==> src/hdl/cvd_pkg.sv <==
// Shared types and constants for the canonical varint decoder.
package cvd_pkg;

	localparam int VALUE_W = 64;
	localparam int GROUP_W = 7;
	localparam int BYTE_W  = 8;
	localparam int IDX_W   = 4;
	localparam int LEN_W   = 4;
	localparam int SHIFT_W = 6;

	// Index of the tenth and final group a varint may hold.
	localparam logic [IDX_W-1:0] LAST_IDX = 4'd9;
	localparam logic [VALUE_W-1:0] LIMIT_RESET = {VALUE_W{1'b1}};

	typedef enum logic [2:0] {
		ST_OK        = 3'd0,
		ST_TRUNCATED = 3'd1,
		ST_OVERFLOW  = 3'd2,
		ST_NONCANON  = 3'd3,
		ST_TOOLONG   = 3'd4,
		ST_OVERLIMIT = 3'd5
	} status_t;

	// Contents of the input register handed to the decode stage.
	typedef struct packed {
		logic              valid;
		logic [BYTE_W-1:0] data_byte;
		logic              end_of_buffer;
	} byte_stage_t;

endpackage

==> src/hdl/cvd_if.sv <==
// Valid/ready channel interfaces for the byte stream and the decoded results.
interface cvd_byte_if import cvd_pkg::*; ();
	logic              valid;
	logic              ready;
	logic [BYTE_W-1:0] data_byte;
	logic              end_of_buffer;

	modport source (output valid, output data_byte, output end_of_buffer, input ready);
	modport sink (input valid, input data_byte, input end_of_buffer, output ready);
endinterface

interface cvd_result_if import cvd_pkg::*; ();
	logic               valid;
	logic               ready;
	logic [VALUE_W-1:0] decoded_value;
	status_t            status;
	logic [LEN_W-1:0]   encoded_length;

	modport source (output valid, output decoded_value, output status,
		output encoded_length, input ready);
	modport sink (input valid, input decoded_value, input status,
		input encoded_length, output ready);
endinterface

==> src/hdl/cvd_in_stage.sv <==
// Input register: captures one byte transfer and holds it for the decode stage.
module cvd_in_stage import cvd_pkg::*; (
	input  logic          clk,
	input  logic          arst_n,
	cvd_byte_if.sink      stream,
	input  logic          advance,
	output byte_stage_t   stage
);

	logic              valid_s1;
	logic [BYTE_W-1:0] data_byte_s1;
	logic              end_of_buffer_s1;

	// A new byte may enter whenever the register is empty or is moving on.
	assign stream.ready = !valid_s1 || advance;

	// Control bit of the stage.
	always_ff @(posedge clk or negedge arst_n) begin
		if (!arst_n) begin
			valid_s1 <= 1'b0;
		end else if (stream.valid && stream.ready) begin
			valid_s1 <= 1'b1;
		end else if (advance) begin
			valid_s1 <= 1'b0;
		end
	end

	// Payload of the stage needs no reset.
	always_ff @(posedge clk) begin
		if (stream.valid && stream.ready) begin
			data_byte_s1     <= stream.data_byte;
			end_of_buffer_s1 <= stream.end_of_buffer;
		end
	end

	assign stage.valid         = valid_s1;
	assign stage.data_byte     = data_byte_s1;
	assign stage.end_of_buffer = end_of_buffer_s1;

endmodule

==> src/hdl/cvd_decode.sv <==
// Decode stage: varint state, error checks and the result register.
module cvd_decode import cvd_pkg::*; (
	input  logic               clk,
	input  logic               arst_n,
	input  byte_stage_t        stage,
	input  logic [VALUE_W-1:0] limit,
	output logic               advance,
	cvd_result_if.source       result
);

	logic [VALUE_W-1:0] acc_q;
	logic [IDX_W-1:0]   idx_q;
	logic               failed_q;

	logic               res_valid_q;
	logic [VALUE_W-1:0] res_value_q;
	status_t            res_status_q;
	logic [LEN_W-1:0]   res_len_q;

	logic [VALUE_W-1:0] acc_d;
	logic [IDX_W-1:0]   idx_d;
	logic               failed_d;
	logic               emit;
	status_t            status;
	logic [VALUE_W-1:0] value;
	logic [LEN_W-1:0]   len;
	logic [GROUP_W-1:0] payload;
	logic               cont;
	logic [SHIFT_W-1:0] shift_amt;
	logic [VALUE_W-1:0] shifted;
	logic [VALUE_W-1:0] acc_merge;
	logic               fire;

	// The stage moves on when the result register is free or being emptied.
	assign advance = !res_valid_q || result.ready;
	assign fire    = stage.valid && advance;

	assign payload = stage.data_byte[GROUP_W-1:0];
	assign cont    = stage.data_byte[BYTE_W-1];
	assign len     = LEN_W'(idx_q) + LEN_W'(1);

	// Bit position of the current group is seven times the group index.
	assign shift_amt = SHIFT_W'({idx_q, 3'b000} - {3'b000, idx_q});
	assign shifted   = {{(VALUE_W-GROUP_W){1'b0}}, payload} << shift_amt;
	assign acc_merge = acc_q | shifted;

	// Next state and result for the byte held in the input register.
	always_comb begin
		acc_d    = acc_q;
		idx_d    = idx_q;
		failed_d = failed_q;
		emit     = 1'b0;
		status   = ST_OK;
		value    = '0;
		if (failed_q || idx_q > LAST_IDX) begin
			if (!failed_q) begin
				acc_d = '0;
				idx_d = '0;
			end
		end else begin
			if (idx_q == LAST_IDX && payload > GROUP_W'(1)) begin
				emit   = 1'b1;
				status = ST_OVERFLOW;
			end else if (!cont) begin
				emit = 1'b1;
				if (idx_q != '0 && stage.data_byte == '0) begin
					status = ST_NONCANON;
				end else if (acc_merge > limit) begin
					status = ST_OVERLIMIT;
				end else begin
					value = acc_merge;
				end
			end else if (idx_q == LAST_IDX) begin
				emit   = 1'b1;
				status = ST_TOOLONG;
			end else if (stage.end_of_buffer) begin
				emit   = 1'b1;
				status = ST_TRUNCATED;
			end else begin
				idx_d = IDX_W'(len);
				acc_d = acc_merge;
			end
			// Any result closes the varint; an error also blocks the rest.
			if (emit) begin
				acc_d = '0;
				idx_d = '0;
				if (status != ST_OK) begin
					failed_d = 1'b1;
				end
			end
		end
		// The last byte of a buffer always starts the next one afresh.
		if (stage.end_of_buffer) begin
			acc_d    = '0;
			idx_d    = '0;
			failed_d = 1'b0;
		end
	end

	// Varint state and result valid.
	always_ff @(posedge clk or negedge arst_n) begin
		if (!arst_n) begin
			acc_q       <= '0;
			idx_q       <= '0;
			failed_q    <= 1'b0;
			res_valid_q <= 1'b0;
		end else begin
			if (fire) begin
				acc_q    <= acc_d;
				idx_q    <= idx_d;
				failed_q <= failed_d;
			end
			if (fire && emit) begin
				res_valid_q <= 1'b1;
			end else if (result.ready) begin
				res_valid_q <= 1'b0;
			end
		end
	end

	// Result payload.
	always_ff @(posedge clk) begin
		if (fire && emit) begin
			res_value_q  <= value;
			res_status_q <= status;
			res_len_q    <= len;
		end
	end

	assign result.valid          = res_valid_q;
	assign result.decoded_value  = res_value_q;
	assign result.status         = res_status_q;
	assign result.encoded_length = res_len_q;

	// A varint never gathers more than ten groups.
	a_idx_range: assert property (@(posedge clk) disable iff (!arst_n)
		idx_q <= LAST_IDX)
		else $error("group index beyond the tenth group");

	// While a buffer has failed no partial varint is kept.
	a_failed_clear: assert property (@(posedge clk) disable iff (!arst_n)
		failed_q |-> (idx_q == '0 && acc_q == '0))
		else $error("partial varint kept after a failure");

	// Errored results carry a zero value.
	a_err_zero: assert property (@(posedge clk) disable iff (!arst_n)
		(res_valid_q && res_status_q != ST_OK) |-> res_value_q == '0)
		else $error("error result with a non-zero value");

	// A canonical multi-byte value needs more than one group of bits.
	a_ok_canon: assert property (@(posedge clk) disable iff (!arst_n)
		(res_valid_q && res_status_q == ST_OK && res_len_q > LEN_W'(1))
		|-> res_value_q[VALUE_W-1:GROUP_W] != '0)
		else $error("non-canonical value reported as good");

	// Reported length lies between one and ten bytes.
	a_len_range: assert property (@(posedge clk) disable iff (!arst_n)
		res_valid_q |-> (res_len_q != '0 && res_len_q <= LEN_W'(LAST_IDX) + LEN_W'(1)))
		else $error("encoded length out of range");

endmodule

==> src/hdl/canonical_varint_decoder.sv <==
// Each byte is held in the input register; its result is loaded into the result register and offered from there.
// Throughput: one byte per cycle while results are taken; set by the single decode stage and its result register.
// A waiting result stalls the decode stage; the full input register then holds off the stream.
// Reset (arst_n, asynchronous, active low) empties both registers, clears the varint
// state and the failure flag, and sets the value limit to all ones.
module canonical_varint_decoder import cvd_pkg::*; (
	input  logic               clk,
	input  logic               arst_n,
	cvd_byte_if.sink           stream,
	cvd_result_if.source       result,
	input  logic               limit_we,
	input  logic [VALUE_W-1:0] limit_wdata
);

	logic [VALUE_W-1:0] limit_q;
	logic               advance;
	byte_stage_t        stage;

	// Value limit register, written through the configuration port.
	always_ff @(posedge clk or negedge arst_n) begin
		if (!arst_n) begin
			limit_q <= LIMIT_RESET;
		end else if (limit_we) begin
			limit_q <= limit_wdata;
		end
	end

	cvd_in_stage u_in_stage (
		.clk     (clk),
		.arst_n  (arst_n),
		.stream  (stream),
		.advance (advance),
		.stage   (stage)
	);

	cvd_decode u_decode (
		.clk     (clk),
		.arst_n  (arst_n),
		.stage   (stage),
		.limit   (limit_q),
		.advance (advance),
		.result  (result)
	);

endmodule

==> src/flat_wrapper.sv <==
// flat-port wrapper written by rule: the top's interface ports become plain ports
module canonical_varint_decoder_flat import cvd_pkg::*;
  (clk, arst_n, limit_we, limit_wdata, stream_valid, stream_data_byte, stream_end_of_buffer, stream_ready, result_valid, result_decoded_value, result_status, result_encoded_length, result_ready);
  cvd_byte_if stream_i ();
  cvd_result_if result_i ();
  input  logic clk;
  input  logic arst_n;
  input  logic limit_we;
  input  logic [VALUE_W-1:0] limit_wdata;
  input wire logic [$bits(stream_i.valid)-1:0] stream_valid;
  input wire logic [$bits(stream_i.data_byte)-1:0] stream_data_byte;
  input wire logic [$bits(stream_i.end_of_buffer)-1:0] stream_end_of_buffer;
  output wire logic [$bits(stream_i.ready)-1:0] stream_ready;
  output wire logic [$bits(result_i.valid)-1:0] result_valid;
  output wire logic [$bits(result_i.decoded_value)-1:0] result_decoded_value;
  output wire logic [$bits(result_i.status)-1:0] result_status;
  output wire logic [$bits(result_i.encoded_length)-1:0] result_encoded_length;
  input wire logic [$bits(result_i.ready)-1:0] result_ready;
  assign stream_i.valid = stream_valid;
  assign stream_i.data_byte = stream_data_byte;
  assign stream_i.end_of_buffer = stream_end_of_buffer;
  assign stream_ready = stream_i.ready;
  assign result_valid = result_i.valid;
  assign result_decoded_value = result_i.decoded_value;
  assign result_status = result_i.status;
  assign result_encoded_length = result_i.encoded_length;
  assign result_i.ready = result_ready;
  canonical_varint_decoder u_core (.clk(clk), .arst_n(arst_n), .stream(stream_i), .result(result_i), .limit_we(limit_we), .limit_wdata(limit_wdata));
endmodule
==> config.mk <==
export PLATFORM = sky130hd
export DESIGN_NAME = canonical_varint_decoder_flat
export DESIGN_NICKNAME = d
export VERILOG_FILES = /design/src/hdl/cvd_pkg.sv /design/src/hdl/cvd_if.sv /design/src/hdl/cvd_in_stage.sv /design/src/hdl/cvd_decode.sv /design/src/hdl/canonical_varint_decoder.sv /design/src/flat_wrapper.sv
export SDC_FILE = /design/constraint.sdc
export NUM_CORES = 1
export LEC_CHECK = 0
export BUFFER_PORTS_ARGS = -buffer_cell sky130_fd_sc_hd__buf_2
export CAP_MARGIN = 30
export CORE_ASPECT_RATIO = 0.5
export CORE_MARGIN = 2
export CORE_UTILIZATION = 45
export CTS_CLUSTER_DIAMETER = 60
export DETAILED_ROUTE_END_ITERATION = 8
export PLACE_DENSITY = 0.69
export SYNTH_ARGS = -nofsm -noshare
export SYNTH_HDL_FRONTEND = slang
export SYNTH_SLANG_ARGS = --single-unit
==> constraint.sdc <==
create_clock -name clk -period 10.2 [get_ports clk]
set_input_delay 1.53 -clock clk [delete_from_list [all_inputs] [get_ports clk]]
set_output_delay 1.53 -clock clk [all_outputs]
set_load 0.005 [all_outputs]
==> results of run 1 <==
worst max path at each step:
stage,cells past startpoint,to,from
finish,17,u_core.u_decode.result.decoded_value[19]$_SDFFCE_PP0P_,u_core.u_decode.idx_q[0]$_DFFE_PN0P_
global placement,17,u_core.u_decode.result.decoded_value[31]$_SDFFCE_PP0P_,u_core.u_decode.idx_q[0]$_DFFE_PN0P_
detailed placement,17,u_core.u_decode.result.decoded_value[19]$_SDFFCE_PP0P_,u_core.u_decode.idx_q[0]$_DFFE_PN0P_
CTS,17,u_core.u_decode.result.decoded_value[19]$_SDFFCE_PP0P_,u_core.u_decode.idx_q[0]$_DFFE_PN0P_
floorplan,3,u_core.u_decode.result.decoded_value[0]$_SDFFCE_PP0P_,result_ready
global route,17,u_core.u_decode.result.decoded_value[19]$_SDFFCE_PP0P_,u_core.u_decode.idx_q[0]$_DFFE_PN0P_
layout by cell type (no fill, tap or decap), types with 3 or more instances in the layout:
cell type / synthesis / layout
a31oi_1: 3 / 3
dfstp_2: 64 / 64
dfrtp_1: 71 / 71
xnor2_1: 5 / 5
buf_4: 0 / 14
a21oi_1: 151 / 151
mux2_2: 3 / 3
a21o_1: 10 / 9
inv_1: 140 / 140
mux2i_1: 8 / 8
a221oi_1: 3 / 3
a211oi_1: 6 / 6
nor2_2: 12 / 12
nand3_1: 13 / 12
nor2_1: 76 / 76
clkbuf_16: 0 / 21
bufinv_16: 0 / 6
buf_2: 3 / 148
nand2_1: 167 / 167
ha_1: 68 / 68
o21ai_0: 91 / 91
clkinv_4: 0 / 3
nand2b_1: 4 / 4
nor3_1: 6 / 5
nor4_1: 6 / 6
xor2_1: 3 / 3
a2bb2oi_1: 3 / 3
nand4_1: 12 / 12
and2_1: 5 / 5
edfxtp_1: 80 / 80
critical path, cell delays in order, from the launching register on:
cell and delay [ns]:
dfrtp_1 0.79, inv_1 0.17, ha_1 0.34, xor2_1 0.83, mux2_2 0.43, nand2_1 0.08, o31ai_1 0.15, a21oi_1 0.48
inv_1 0.10, ha_1 0.34, nand4_1 0.17, nor4_1 0.48, o21ai_0 0.16, o211ai_1 0.60, mux2i_2 0.29, o21ai_4 0.51
buf_4 0.59, nor2_1 0.10
cell type report:
cell class,instances,share of cell area (%)
inverter,140,4.23
multi-input combinational,691,32.4
tap,307,3.09
clock buffer,22,4.34
sequential,215,47.2
clock inverter,15,1.92
timing repair buffer,162,6.81
layer usage:
layer | wire length, um | part of all wire (%) | vias up | track usage (%)
li1 | - | - | 3976 | -
met1 | 13800 | 49 | 4034 | 34.5
met2 | 12400 | 44 | 248 | 34.6
met3 | 1720 | 6.1 | 25 | 3.61
met4 | 362 | 1.3 | 0 | 3.74
met5 | 0 | 0 | - | 0
power breakdown:
group	total, mW	switching [mW]	internal [mW]
Combinational	1.06	0.739	0.323
Sequential	1.09	0.0489	1.04
Clock	0.881	0.343	0.538
Total	3.03	1.13	1.90
cell families after synthesis:
family	after synthesis	share of synthesized area [%]
and+or+nand+nor	315	12.8
DFF	215	55.0
buffers and inverters	188	7.23
AOI/OAI and AO/OA	287	14.9
muxes	13	1.41
xor gates and xnor gates	8	0.658
adders and majority gates	68	7.99
state kept, by name, indices dropped and copies added, names as in the netlist:
name and flops:
u_core.u_in_stage.data_byte_s1 8, u_core.u_decode.acc_q 64, u_core.limit_q 64, u_core.u_decode.result.valid 1
u_core.u_decode.result.status 3, u_core.u_decode.result.encoded_length 4, u_core.u_decode.idx_q 4, u_core.u_in_stage.valid_s1 1
u_core.u_decode.result.decoded_value 64, u_core.u_decode.failed_q 1, u_core.u_in_stage.end_of_buffer_s1 1
metrics by stage:
stage	utilization, %	instance area (um2)	cells	worst slack (ns)	hold WS (ns)
floorplan	-	10600	1094	2.90	0.450
global placement	50.6	11600	1515	3.64	0.462
detailed placement	50.6	11600	1515	3.49	0.478
CTS	53.9	12400	1552	3.42	0.493
global route	53.9	12400	1552	2.71	0.519
finish	53.9	12400	1552	3.22	0.497
==> flow_metrics.tcl, run 1 <==
set metrics [dict create \
    status "finished with violations" \
    violations "design-rule violations" \
    relSlewSlack_pct 31.6 \
    fillers 2081 \
    grt_antenna_before_repair 0 \
    setup_viol 0 \
    worstHoldEndpoint "u_core.u_decode.acc_q[36]$_DFFE_PN0P_" \
    root_buffer "clkbuf_16" \
    nets 1377 \
    cts-buffers-inserted 21 \
    worstHoldPathCells 2 \
    antenna_cells 0 \
    cts_resized 0 \
    synthTopCellsByCount "167 x nand2_1, 151 x a21oi_1, 140 x inv_1" \
    gp_congestion 0.868 \
    wl_per_cell_um 18.2 \
    fmax_mhz 143 \
    first_global_vias 8032 \
    worstSetupPathType "flip-flop to flip-flop" \
    rsz0062_at_grt "no" \
    reg2reg_to "u_core.u_decode.result.decoded_value[19]$_SDFFCE_PP0P_" \
    fin_skew_ns 0.0124 \
    maxCapViolations 0 \
    avgSynthCellArea_um2 9.73 \
    grt_pass1_wl_um 44400 \
    rr_startpoint "u_core.u_decode.idx_q[0]$_DFFE_PN0P_" \
    p_total_mw 3.03 \
    reg2reg_depth 17 \
    synthMostInstantiatedCell "nand2_1" \
    die_w_um 222 \
    vias 8283 \
    peakVddDrop_mv 0.107 \
    synth_area_leaders "edfxtp_1 23%, dfrtp_1 17%, dfstp_2 16%" \
    cts.hold.buffers_added 0 \
    routed_via_density 5.34 \
    worstMarginPinSlew_ns 1.02 \
    clock_sinks 215 \
    multi_input_area_um2 4030 \
    synthArstFlopShare_pct 62.8 \
    synthDistinctLibCells 57 \
    synth.largest_area_cell "edfxtp_1" \
    pwr_density_cell_nw_per_um2 244 \
    syn_nets 1240 \
    drv_slew 0 \
    end_kind "flip-flop" \
    required_ns 10.42 \
    post_route_cells_drive_above_1_share_pct 23.2 \
    layout.area.seq_um2 5860 \
    rows 39 \
    io_pins 151 \
    grt_max_degree 79 \
    die_h_um 113 \
    portBuffers 150 \
    dieArea_um2 25000 \
    period_needed_ns 6.98 \
    grt.overflow.total 0 \
    drt.antenna.violating_nets 0 \
    cts.htree.levels 1 \
    yosys_most_used_dff "edfxtp_1" \
    cts_max_path_buffers 3 \
    yosysWarnings 0 \
    synth_top_area_share_pct 22.6 \
    track_usage_pct 22.6 \
    holdCritPathClass "flip-flop to flip-flop" \
    hp-start "u_core.u_decode.acc_q[36]$_DFFE_PN0P_" \
    clkLatencyLatePin_ns 0.50 \
    synth_area_um2 10600 \
    power.leakage_nw 5.94 \
    drc 4 \
    critical_path_peak_fanout 49 \
    clk_pin_slew_worst_paths_ns 0.07 \
    drt_iter0_markers 661 \
    wirelength_um 28200 \
    yosysSeqAreaShare_pct 55.0 \
    crit_path_start_kind "flip-flop" \
    crit_arrival_ns 7.20 \
    drtPass1Iterations 7 \
    finalHoldViolCount 0 \
    hpwlAfterDp_um 20500 \
    core_area_um2 23000 \
    layout-area-overhead-vs-synth_pct 16.7 \
    fin_tns_setup_ns 0 \
    postCtsSetupBuffers 0 \
    cts_tree "built" \
    ff2ff_setup_slack_ns 3.22 \
    synth_edf_count 80 \
    netlist_instances 1094 \
    start_util_pct 46.2 \
    post-route-period-util_pct 68.4 \
    synth_seq_cells 215 \
]
Note: power is estimated with default switching activity, not from simulation.
==> inputs of run 2 (changes only) <==
Settings changed: PLACE_DENSITY 0.69 to 0.72.
Clock period 10.2 ns to 6.3 ns, I/O delays scaled along.
==> run 2 against run 1 <==
  * The run still ends with design-rule violations left
  * Non-clock buffer count is 15 higher
  * Global-route usage rose by 0.49 points
  * First-iteration DRC count is 23% higher
  * Sequential power grew 61%
  * Routed wire length is 0.98% higher
  * Largest cell class unchanged
  * Maximum frequency rose by 26%
  * Combinational power rose by 69%
  * Total power up 57%
  * Sequential share of layout area is 0.066 points lower
==> flow_metrics.tcl, run 2 (synthesis results as in run 1) <==
set metrics [dict create \
    status "finished with violations" \
    violations "design-rule violations" \
    grt.overflow.total 0 \
    drc 5 \
    worstSetupPathType "flip-flop to flip-flop" \
    fillers 2085 \
    antenna_cells 0 \
    cp.depth 17 \
    drtPass1Iterations 7 \
    drt.antenna.violating_nets 0 \
    power.leakage_nw 5.96 \
    required_ns 6.56 \
    root_buffer "clkbuf_16" \
    setup_viol 0 \
    grt_antenna_before_repair 0 \
    cts.htree.levels 1 \
    cts.hold.buffers_added 0 \
    final_cell_mix "167 x nand2_1, 151 x a21oi_1, 148 x buf_2" \
    dieArea_um2 25000 \
    clk_pin_slew_worst_paths_ns 0.07 \
    drv_slew 0 \
    rr_startpoint "u_core.u_decode.idx_q[0]$_DFFE_PN0P_" \
    post-place-ws_ns 0.869 \
    wirelength_um 28500 \
    core_area_um2 23000 \
    portBuffers 150 \
    period_needed_ns 5.54 \
    cts_resized 0 \
    reg2reg_to "u_core.u_decode.result.status[0]$_SDFFCE_PP0P_" \
    critical-path-slowest-cell "or4_1" \
    cpMostUsedCell "nand2_1" \
    reg2reg_depth 17 \
    rows 39 \
    pwr_density_cell_nw_per_um2 383 \
    routed_via_density 5.35 \
    die_h_um 113 \
    ff2ff_setup_slack_ns 0.76 \
    layout-area-overhead-vs-synth_pct 16.8 \
    crit_path_start "u_core.u_decode.idx_q[0]$_DFFE_PN0P_" \
    hpwlAfterDp_um 20900 \
    maxCapViolations 0 \
    end_kind "flip-flop" \
    cp-endpoint "u_core.u_decode.result.status[0]$_SDFFCE_PP0P_" \
    worst_slack_ns 0.765 \
    final_common_cell "nand2_1" \
    holdCritPathClass "input port to async pin" \
    cts_max_path_buffers 3 \
    start_util_pct 46.2 \
    path_delay_family "simple AND/OR/NAND/NOR gates" \
    post-route-period-util_pct 87.9 \
    postCtsSetupBuffers 0 \
    first_global_vias 8346 \
    rsz0062_at_grt "no" \
    cts_tree "built" \
    grt_pass1_wl_um 45100 \
    fin_util_pct 54.0 \
    fmax_mhz 181 \
    nets 1392 \
    relSlewSlack_pct 34.8 \
    grt_max_degree 77 \
    die_w_um 222 \
    critical-path-max-stage-delay_ns 0.62 \
    clkLatencyLatePin_ns 0.53 \
    wl_per_cell_um 18.2 \
    critical_path_peak_fanout 12 \
    finalHoldViolCount 0 \
    gp_congestion 0.887 \
    crit_arrival_ns 5.79 \
    vias 8392 \
    fin_tns_setup_ns 0 \
    track_usage_pct 23.1 \
    worstMarginPinSlew_ns 0.975 \
    peakVddDrop_mv 0.179 \
    cp_num_buf_inv 2 \
    path_cells "inv_1, ha_1, mux4_2, nand2_1, o21ai_0, nand2_1, o21ai_0, a21oi_1, inv_1, ha_1, nand4_1, nor4_2, nand2_1, or4_1, mux2i_2, nor2_1, o221a_2" \
    post_route_cells_drive_above_1_share_pct 23.7 \
    io_pins 151 \
    drt_iter0_markers 811 \
    crit_path_start_kind "flip-flop" \
    clock_sinks 215 \
    cts-buffers-inserted 21 \
    fin_skew_ns 0.0264 \
]
## run 2: metal layers
layer	track usage, %	up-vias	share of wire (%)
li1	-	4009	-
met1	33.2	4064	46
met2	36.2	279	45
met3	4.80	40	7.2
met4	5.23	0	1.8
met5	0	-	0
## run 2: area by class of cell
class / count / area (um2) / area share, %
Clock buffer: 29 / 576 / 4.63
Timing Repair Buffer: 177 / 982 / 7.90
Sequential cell: 215 / 5860 / 47.1
Multi-Input combinational cell: 691 / 4030 / 32.4
Clock inverter: 9 / 77.6 / 0.624
Inverter: 140 / 526 / 4.22
Tap cell: 307 / 384 / 3.09
## run 2: how the worst min path moves through the flow
stage | cells past startpoint | to | startpoint
6_report | 1 | u_core.limit_q[7]$_DFFE_PN1P_ | arst_n
3_3_place_gp | 2 | u_core.u_decode.acc_q[36]$_DFFE_PN0P_ | u_core.u_decode.acc_q[36]$_DFFE_PN0P_
3_5_place_dp | 2 | u_core.u_decode.acc_q[34]$_DFFE_PN0P_ | u_core.u_decode.acc_q[34]$_DFFE_PN0P_
2_1_floorplan | 2 | u_core.u_decode.acc_q[34]$_DFFE_PN0P_ | u_core.u_decode.acc_q[34]$_DFFE_PN0P_
5_1_grt | 1 | u_core.limit_q[7]$_DFFE_PN1P_ | arst_n
4_1_cts | 2 | u_core.u_decode.acc_q[37]$_DFFE_PN0P_ | u_core.u_decode.acc_q[37]$_DFFE_PN0P_
## run 2: report_power, final
part	internal (mW)	leakage, nW	switching [mW]
clock network	0.684	0.318	0.543
registers	1.68	2.43	0.0692
logic	0.572	3.21	1.22
## run 2: worst register-to-register path: stages (launching register included)
cell	delay (ns)
dfrtp_1	0.49
inv_1	0.12
ha_1	0.52
mux4_2	0.59
nand2_1	0.09
o21ai_0	0.14
nand2_1	0.10
o21ai_0	0.31
a21oi_1	0.50
inv_1	0.09
ha_1	0.29
nand4_1	0.12
nor4_2	0.31
nand2_1	0.20
or4_1	0.62
mux2i_2	0.30
nor2_1	0.16
o221a_2	0.33
## run 2: stage by stage
| step | area [um2] | hold slack, ns | power (mW) | std cells |
|---|---|---|---|---|
| final | 12400 | 0.415 | 4.77 | 1568 |
| after global routing | 12400 | 0.402 | 5.04 | 1568 |
| after CTS | 12400 | 0.501 | 4.76 | 1567 |
| after detailed placement | 11800 | 0.483 | 3.52 | 1529 |
| after global placement | 11700 | 0.469 | 3.47 | 1528 |
| after floorplan | 10700 | 0.450 | 2.86 | 1094 |
